==> src/sorted_table_binary_search_assert.svh <==
// Assertion macros used by sorted_table_binary_search to check its own behaviour.
`ifndef SORTED_TABLE_BINARY_SEARCH_ASSERT_SVH
`define SORTED_TABLE_BINARY_SEARCH_ASSERT_SVH

// The consequent must hold in the same cycle as the antecedent.
`define STBS_ASSERT_NOW(lbl, clk, rst_n, ante, cons, msg) \
  lbl: assert property (@(posedge clk) disable iff (!rst_n) (ante) |-> (cons)) \
    else $error(msg);

// The consequent must hold in the cycle after the antecedent.
`define STBS_ASSERT_NEXT(lbl, clk, rst_n, ante, cons, msg) \
  lbl: assert property (@(posedge clk) disable iff (!rst_n) (ante) |=> (cons)) \
    else $error(msg);

`endif

==> src/stbs_pkg.sv <==
`timescale 1ns / 1ps

package stbs_pkg;

  localparam int KEY_W = 32;
  localparam int IDX_W = 10;
  localparam int CNT_W = 11;

  localparam logic OP_WRITE  = 1'b0;
  localparam logic OP_SEARCH = 1'b1;

  typedef logic [KEY_W-1:0] key_t;
  typedef logic [IDX_W-1:0] idx_t;
  typedef logic [CNT_W-1:0] cnt_t;

  typedef struct packed {
    logic probing;
    logic rd_en;
  } stbs_status_t;

endpackage

==> src/stbs_search_seq.sv <==
`timescale 1ns / 1ps

module stbs_search_seq #(
  parameter int DEPTH     = 1024,
  parameter int KEY_BYTES = 4,
  parameter int AW        = 10,
  parameter int HW        = 11
) (
  input  logic                  clk,
  input  logic                  rst_n,
  input  stbs_pkg::cnt_t        entry_count,
  input  logic                  in_valid,
  output logic                  in_ready,
  input  logic                  in_op,
  input  stbs_pkg::idx_t        in_entry_index,
  input  stbs_pkg::key_t        in_key,
  output logic                  out_valid,
  input  logic                  out_ready,
  output logic                  out_found,
  output stbs_pkg::idx_t        out_position,
  output logic                  wr_en,
  output logic [AW-1:0]         wr_addr,
  output stbs_pkg::key_t        wr_data,
  output logic                  rd_en,
  output logic [AW-1:0]         rd_addr,
  input  stbs_pkg::key_t        rd_data,
  output stbs_pkg::stbs_status_t status
);
  import stbs_pkg::*;

  localparam int CMP_W = (8 * KEY_BYTES < KEY_W) ? 8 * KEY_BYTES : KEY_W;

  localparam logic [1:0] S_IDLE  = 2'd0;
  localparam logic [1:0] S_PROBE = 2'd1;
  localparam logic [1:0] S_FIN   = 2'd2;

  logic [1:0]       state_r, state_nxt;
  logic [HW-1:0]    lo_r, lo_nxt;
  logic [HW-1:0]    hi_r, hi_nxt;
  logic [HW-1:0]    mid_r, mid_nxt;
  logic [CMP_W-1:0] key_r, key_nxt;
  logic             hit_r, hit_nxt;
  idx_t             pos_r, pos_nxt;
  logic             out_valid_r, out_valid_nxt;
  logic             out_found_r, out_found_nxt;
  idx_t             out_pos_r, out_pos_nxt;

  logic [HW-1:0]    count_ext;
  logic [HW-1:0]    hi_init;
  logic [HW-1:0]    half_init;
  logic [CMP_W-1:0] probe;
  logic             key_eq;
  logic             key_lt;
  logic [HW-1:0]    lo_step;
  logic [HW-1:0]    hi_step;
  logic [HW-1:0]    mid_step;
  logic             accept;

  assign count_ext = HW'(entry_count);
  assign hi_init   = (count_ext > HW'(DEPTH)) ? HW'(DEPTH) : count_ext;
  assign half_init = hi_init >> 1;

  // One probe per cycle: the registered read of the midpoint is compared,
  // and the next midpoint is sent to the table memory in the same cycle.
  assign probe    = rd_data[CMP_W-1:0];
  assign key_eq   = (key_r == probe);
  assign key_lt   = (key_r < probe);
  assign lo_step  = key_lt ? lo_r : mid_r + HW'(1);
  assign hi_step  = key_lt ? mid_r : hi_r;
  assign mid_step = lo_step + ((hi_step - lo_step) >> 1);

  assign in_ready = (state_r == S_IDLE);
  assign accept   = in_valid && in_ready;
  assign wr_data  = in_key;
  assign wr_addr  = AW'(in_entry_index);

  always_comb begin
    state_nxt     = state_r;
    lo_nxt        = lo_r;
    hi_nxt        = hi_r;
    mid_nxt       = mid_r;
    key_nxt       = key_r;
    hit_nxt       = hit_r;
    pos_nxt       = pos_r;
    out_valid_nxt = out_valid_r && !out_ready;
    out_found_nxt = out_found_r;
    out_pos_nxt   = out_pos_r;
    wr_en         = 1'b0;
    rd_en         = 1'b0;
    rd_addr       = mid_r[AW-1:0];
    case (state_r)
      S_IDLE: begin
        if (accept && in_op == OP_WRITE) begin
          wr_en = (HW'(in_entry_index) < HW'(DEPTH));
        end else if (accept) begin
          key_nxt = in_key[CMP_W-1:0];
          lo_nxt  = '0;
          hi_nxt  = hi_init;
          mid_nxt = half_init;
          hit_nxt = 1'b0;
          pos_nxt = '0;
          if (hi_init != '0) begin
            rd_en     = 1'b1;
            rd_addr   = half_init[AW-1:0];
            state_nxt = S_PROBE;
          end else begin
            state_nxt = S_FIN;
          end
        end
      end
      S_PROBE: begin
        if (key_eq) begin
          hit_nxt   = 1'b1;
          pos_nxt   = mid_r[IDX_W-1:0];
          state_nxt = S_FIN;
        end else if (lo_step < hi_step) begin
          lo_nxt  = lo_step;
          hi_nxt  = hi_step;
          mid_nxt = mid_step;
          rd_en   = 1'b1;
          rd_addr = mid_step[AW-1:0];
        end else begin
          hit_nxt   = 1'b0;
          pos_nxt   = '0;
          state_nxt = S_FIN;
        end
      end
      S_FIN: begin
        if (!out_valid_r || out_ready) begin
          out_valid_nxt = 1'b1;
          out_found_nxt = hit_r;
          out_pos_nxt   = pos_r;
          state_nxt     = S_IDLE;
        end
      end
      default: begin
        state_nxt = S_IDLE;
      end
    endcase
  end

  always_ff @(posedge clk) begin
    if (!rst_n) begin
      state_r     <= S_IDLE;
      out_valid_r <= 1'b0;
    end else begin
      state_r     <= state_nxt;
      out_valid_r <= out_valid_nxt;
    end
  end

  always_ff @(posedge clk) begin
    lo_r        <= lo_nxt;
    hi_r        <= hi_nxt;
    mid_r       <= mid_nxt;
    key_r       <= key_nxt;
    hit_r       <= hit_nxt;
    pos_r       <= pos_nxt;
    out_found_r <= out_found_nxt;
    out_pos_r   <= out_pos_nxt;
  end

  assign out_valid    = out_valid_r;
  assign out_found    = out_found_r;
  assign out_position = out_pos_r;

  assign status.probing = (state_r == S_PROBE);
  assign status.rd_en   = rd_en;

endmodule

==> config.mk <==
export PLATFORM = sky130hd
export DESIGN_NAME = stbs_search_seq
export DESIGN_NICKNAME = d
export VERILOG_FILES = /design/src/sorted_table_binary_search_assert.svh /design/src/stbs_pkg.sv /design/src/stbs_search_seq.sv
export SDC_FILE = /design/constraint.sdc
export NUM_CORES = 1
export LEC_CHECK = 0
export BUFFER_PORTS_ARGS = -buffer_cell sky130_fd_sc_hd__buf_2
export CAP_MARGIN = 20
export CORE_ASPECT_RATIO = 0.5
export CORE_UTILIZATION = 35
export DETAILED_ROUTE_END_ITERATION = 10
export GPL_TIMING_DRIVEN = 1
export SLEW_MARGIN = 30
export SYNTH_ARGS = -nofsm -noshare
export SYNTH_HDL_FRONTEND = slang
export SYNTH_SLANG_ARGS = --single-unit
==> constraint.sdc <==
create_clock -name clk -period 6.9 [get_ports clk]
set_input_delay 0 -clock clk [delete_from_list [all_inputs] [get_ports clk]]
set_output_delay 0 -clock clk [all_outputs]
set_load 0.005 [all_outputs]
# Word-level counts from Yosys, hierarchy flattened
# Index checks and enable logic that the tools add are counted.
[word_totals]
mem_bits_rw = 0
elab_cells = 92
in_bits = 90
latchBits = 0
romBits = 0
output_inout_bits = 69
memories = 0
reg_bits = 90
[classes]
magnitude_cmp = 3
n_shift = 0
n_div = 0
mux = 51
n_addsub = 3
reduce_logical = 14
mul = 0
bitwise_logic = 2
n_eq_ne = 9
[ops]
columns = ["cell", "count"]
rows = [
  ["2-to-1 mux 11 bit", 15],
  ["2-to-1 mux 10 bit", 9],
  ["case mux 11 bit (2 select lines)", 3],
  ["case mux 10 bit (2 select lines)", 2],
  ["equality test 32 bit", 1],
  ["< comparator 32 bit", 1],
  ["2-to-1 mux 1 bit", 13],
  ["2-to-1 mux 2 bit", 6],
  ["adder 11 x 1 -> 11 bit (second input constant)", 1],
  ["adder 11 x 10 -> 11 bit", 1],
  ["greater-than comparator 11 bit (second input constant)", 1],
  ["< comparator 11 bit", 1],
  ["nonzero test 11 bit", 1],
  ["subtractor 11 bit", 1],
  ["AND reduction 4 bit", 2],
  ["inequality test 2 bit (second input constant)", 3],
  ["case mux 2 bit (3 select lines)", 1],
  ["AND reduction 5 bit", 1],
  ["inequality test 2 x 1 -> 1 bit (second input constant)", 2],
  ["case mux 1 bit (2 select lines)", 2],
  ["logical AND 1 bit", 3],
  ["inequality test 3 bit (second input constant)", 1],
  ["AND reduction 3 bit", 1],
  ["equality test 2 x 1 -> 1 bit (second input constant)", 1],
  ["other kinds (7)", 9],
]

# Longest topological paths before layout
[depth]
depth_word = 7
mapped_depth = 26
mapped_depth_nobuf = 24

# Least setup slack after synthesis
# No wires, ideal clock.
[synth_path]
kind = "register to register"
startpoint = "register key_r[19]"
endpoint = "register hi_r[0], enable pin"
path_buffers = 2
path_stages_with_launch = 18
t_arrival_ns = 4.566
required_ns = 6.477
synth_period_minus_slack_ns = 4.989
setup_slack_ns = 1.911
setup_ns = 0.423
cell_sequence = "edfxtp_1 -> ha_1 -> a21oi_1 -> o21ai_0 -> a211oi_1 -> o31ai_1 -> nor2_2 -> buf_6 -> buf_6 -> mux2i_1 -> ha_1 -> and4_1 -> and3_1 -> a31oi_1 -> o21ai_2 -> nor2_1 -> a31oi_1 -> nor2_1"
[synth_between]
elab_chain_len = 5
elab_cells_between_ends = 8
cone_classes = "order compare (2); eq/ne (3); mux (2); reduce/logical (1)"
[synth_lines]
columns = ["element", "line", "source"]
rows = [
  ["start, declared", "stbs_search_seq.sv:41", "logic [CMP_W-1:0] key_r, key_nxt;"],
  ["start signal, assigned", "stbs_search_seq.sv:156", "key_r <= key_nxt;"],
  ["< comparator 32 bit", "stbs_search_seq.sv:67", "assign key_lt = (key_r < probe);"],
  ["2-to-1 mux 11 bit, on equally long branches", "stbs_search_seq.sv:68, stbs_search_seq.sv:69", ""],
  ["< comparator 11 bit", "stbs_search_seq.sv:116", "end else if (lo_step < hi_step) begin"],
  ["inequality test 2 x 1 -> 1 bit (no line)", "n/a", ""],
  ["AND reduction 5 bit (no line) *", "n/a", ""],
  ["end signal, assigned", "stbs_search_seq.sv:154", "hi_r <= hi_nxt;"],
  ["end, declared", "stbs_search_seq.sv:39", "logic [HW-1:0] hi_r, hi_nxt;"],
]
# Mark *: on every way between the ends. The rest lies on a longest branch, timed or not.
# A chain may end at the register's enable or synchronous reset.

# Final worst setup path
[layout_path]
startpoint = "register key_r[19]"
endpoint = "output rd_addr[8]"
[layout_between]
elab_chain_len = 7
elab_cells_between_ends = 10
cone_classes = "add/sub (2); order compare (2); eq/ne (1); mux (5)"
[layout_lines]
columns = ["element", "line", "source"]
rows = [
  ["< comparator 32 bit", "stbs_search_seq.sv:67", ""],
  ["2-to-1 mux 11 bit, on equally long branches", "stbs_search_seq.sv:69, stbs_search_seq.sv:68", ""],
  ["subtractor 11 bit", "stbs_search_seq.sv:70", "assign mid_step = lo_step + ((hi_step - lo_step) >> 1);"],
  ["adder 11 x 10 -> 11 bit", "stbs_search_seq.sv:70", ""],
  ["2-to-1 mux 10 bit", "stbs_search_seq.sv:116", ""],
  ["2-to-1 mux 10 bit *", "stbs_search_seq.sv:112", "if (key_eq) begin"],
  ["case mux 10 bit (2 select lines) *", "stbs_search_seq.sv:91", "case (state_r)"],
  ["end, declared", "stbs_search_seq.sv:25", "output logic [AW-1:0] rd_addr,"],
]
# Marks and branches as above.

==> impl_metrics.csv <==
group,metric,value,unit
routing,wl_per_cell,15.27,um
timing,slew_headroom,38.54,%
global_route,grt-busiest-layer,"met2",
die,start_util,35.99,%
timing,setup_viol,0,
global_route,grt_pass1_wl,21400,um
die,die_h,94.04,um
clock_tree,cts_sinks,90,
timing,fin_tns_setup,0,ns
routing,drt_first_pass_iters,4,
clock_tree,cts_setup_buffers,0,
yosys,synthMuxAreaShare,4.199,%
cells_and_area,layout-drive-gt1-share,26.78,%
cells_and_area,area_growth,21.59,%
yosys,synth.cell_area,0.005929,mm2
place,dp_cells,862,
die,io_pins,159,
cells_and_area,finalNonFillerCells,914,
yosys,synth_compound_area_share,13.10,%
pwr,power_leakage,3.213,nW
die,core_area,0.01647,mm2
yosys,synthMostInstantiatedCell,"edfxtp_1",
yosys,synth-simple-area-share,12.28,%
yosys,synth_xor_area_share,3.397,%
clock_tree,clock_latency,0.34,ns
yosys,yosysWarnings,0,
yosys,synth.distinct_cells,58,
clock_tree,clockBufferDepth,2,
cells_and_area,antenna_cells,0,
yosys,synth_area_per_cell,10.84,um2
global_route,antenna_found_initial,0,
yosys,synthArstFlopShare,0,%
yosys,synthTopCellsByArea,"edfxtp_1 44%, ha_1 11%, buf_4 5.4%",
clock_tree,cts_root_buffer,"clkbuf_16",
clock_tree,cts_buffers,9,
cells_and_area,fin_util,43.76,%
timing,rsz0062_at_grt,"false",
clock_tree,htreeDepth,3,
place,numPortBuffers,138,
yosys,synth_common_cells,"87 x edfxtp_1, 54 x ha_1, 51 x inv_1",
global_route,gr-usage-met1,21.34,%
timing,clock_skew,0.008366,ns
die,die_w,186.1,um
critical_path,critPathRequiredTime,6.90,ns
global_route,grt_use_total,16.08,%
run_status,run_status,"completed",
timing,final-hold-violation-count,0,
yosys,ys_seq_elements,90,
routing,drcViolationCount,0,
pwr,power_density,274.8,mW/mm2
place,dp_hpwl,10500,um
cells_and_area,nNetsFinal,828,
critical_path,crit_path_start_kind,"flop",
routing,drt_iter0_markers,241,
timing,layout_worst_path_cycle_share,84.16,%
critical_path,critPathKind,"flop to output port",
yosys,synth_top_cell_area_share,44.06,%
die,std_cell_rows,33,
hold_path,hold_path_class,"input port to output port",
run,maxCapViolCount,0,
place,gp_congestion,0.8571,
clock_tree,cts_tree,"done",
timing,tightest_slew,0.9185,ns
yosys,synthFlopType,"edfxtp_1",
yosys,yosys.area.top_type,"edfxtp_1",
cells_and_area,fillCellCount,1552,
pwr,max-vdd-ir-drop,0.0001290,V
yosys,syn-instance-count,547,
timing,layout_min_cycle_time,5.807,ns
global_route,grt_max_degree,37,
yosys,synth_edf_count,87,
die,dieArea,0.01750,mm2
routing,num_vias,4452,
yosys,synth.yosys.seq_area_share,45.07,%
routing,via_per_inst,4.871,
critical_path,crit_arrival,5.81,ns
critical_path,path_max_fanout,9,
routing,wl,13960,um
routing,antenna_left,0,
global_route,met2_usage,26.34,%
critical_path,critPathCaptureType,"output port",
timing,finalMaxSlewViolations,0,
clock_tree,clk_pin_slew,0.06,ns
yosys,syn_nets,693,
global_route,use_met3,3.488,%
yosys,synth_top_family_by_area,"compound AO/OA/AOI/OAI gates",
global_route,overflow,0,
clock_tree,cts_resized,0,
yosys,synth_fa_ha_area_share,12.07,%
timing,max_freq,172.2,MHz
global_route,grt_pass1_vias,4252,
through the flow:
step	power (mW)	area (um2)	worst slack [ns]	hold WS [ns]
finish	1.981	7209	1.093	0.000002253
global route	2.107	7209	0.6479	0.000007976
CTS	1.996	7207	1.027	0.00006013
detailed placement	1.493	6559	1.376	0.00006013
global placement	1.482	6559	1.505	0.00006013
floorplan	1.279	5929	1.911	0.04126
path summary, 6_finish.rpt:
path | startpoint | to | slack, ns | depth (start not counted)
setup / recovery | key_r[19] | rd_addr[8] | 1.09 | 21
hold / removal | in_entry_index[8] | wr_addr[8] | 0.000002 | 0
setup reg to reg | key_r[19] | mid_r[10] | 1.40 | 20
hold reg to reg | pos_r[8] | out_position[8] | 0.42 | 0
worst max-delay path, cell delays in order, from the launching register on:
cell and delay (ns):
edfxtp_1 0.37, ha_1 0.32, a21oi_1 0.15, o21ai_0 0.09, a211oi_1 0.29, o31ai_1 0.16
nor2_2 0.53, mux2i_1 0.39, inv_1 0.08, ha_1 0.29, nor2b_1 0.15, o31ai_1 0.41
a21boi_0 0.23, ha_1 0.30, nor2b_1 0.16, o31a_1 0.28, o31a_1 0.26, or2_1 0.25
a21oi_2 0.15, xnor2_1 0.12, a221o_1 0.35, buf_2 0.13
state kept, by name (all words and copies together), names as in the netlist:
register      cells
pos_r            10
out_found         1
state_r           2
out_position     10
out_valid         1
mid_r            11
hit_r             1
hi_r             11
lo_r             11
key_r            32
layer usage:
metal  up-vias  wire (um)
met1      2087       6667
met5         -          0
met4         0        227
met2       123       6351
li1       2222          -
met3        20        714
power by group:
part	internal, mW	switching [mW]
logic	0.353	0.459
clock network	0.280	0.203
registers	0.658	0.0276
total	1.29	0.690
layout by cell type, fill, tap and decap left out, types with 9 or more instances in the layout:
master,n
a221o_1,9
edfxtp_1,87
nor2_1,27
and2_1,11
buf_2,138
inv_1,51
dlygate4sd3_1,36
nand2_1,33
o21ai_0,21
ha_1,54
a21oi_1,30
nand3_1,10
and3_1,10
a21o_1,9
a22o_1,15
clkbuf_16,9
xnor2_1,17
cells by family after synthesis:
family                     Yosys count
AOI/OAI and AO/OA                  114
xor gates and xnor gates            23
adders and majority gates           56
buffers and inverters              107
DFF                                 90
muxes                               20
and+or+nand+nor                    137
timing repair:
item / CTS / global route
hold buffers: 36 / 0
endpoints found under the hold margin: 37 / 0
endpoints found under the setup margin: 0 / 0
area by class of cell:
type | instances | area [um2] | share of cell area (%)
multi-input cells | 350 | 2681 | 37.19
flip-flops and latches | 90 | 2673 | 37.07
repair buffers | 179 | 1089 | 15.10
well taps | 227 | 284.0 | 3.940
clock buffers | 11 | 232.7 | 3.228
inverters | 52 | 195.2 | 2.707
clock inverters | 5 | 55.05 | 0.7636
No activity file was read; power rests on OpenSTA's default activity.
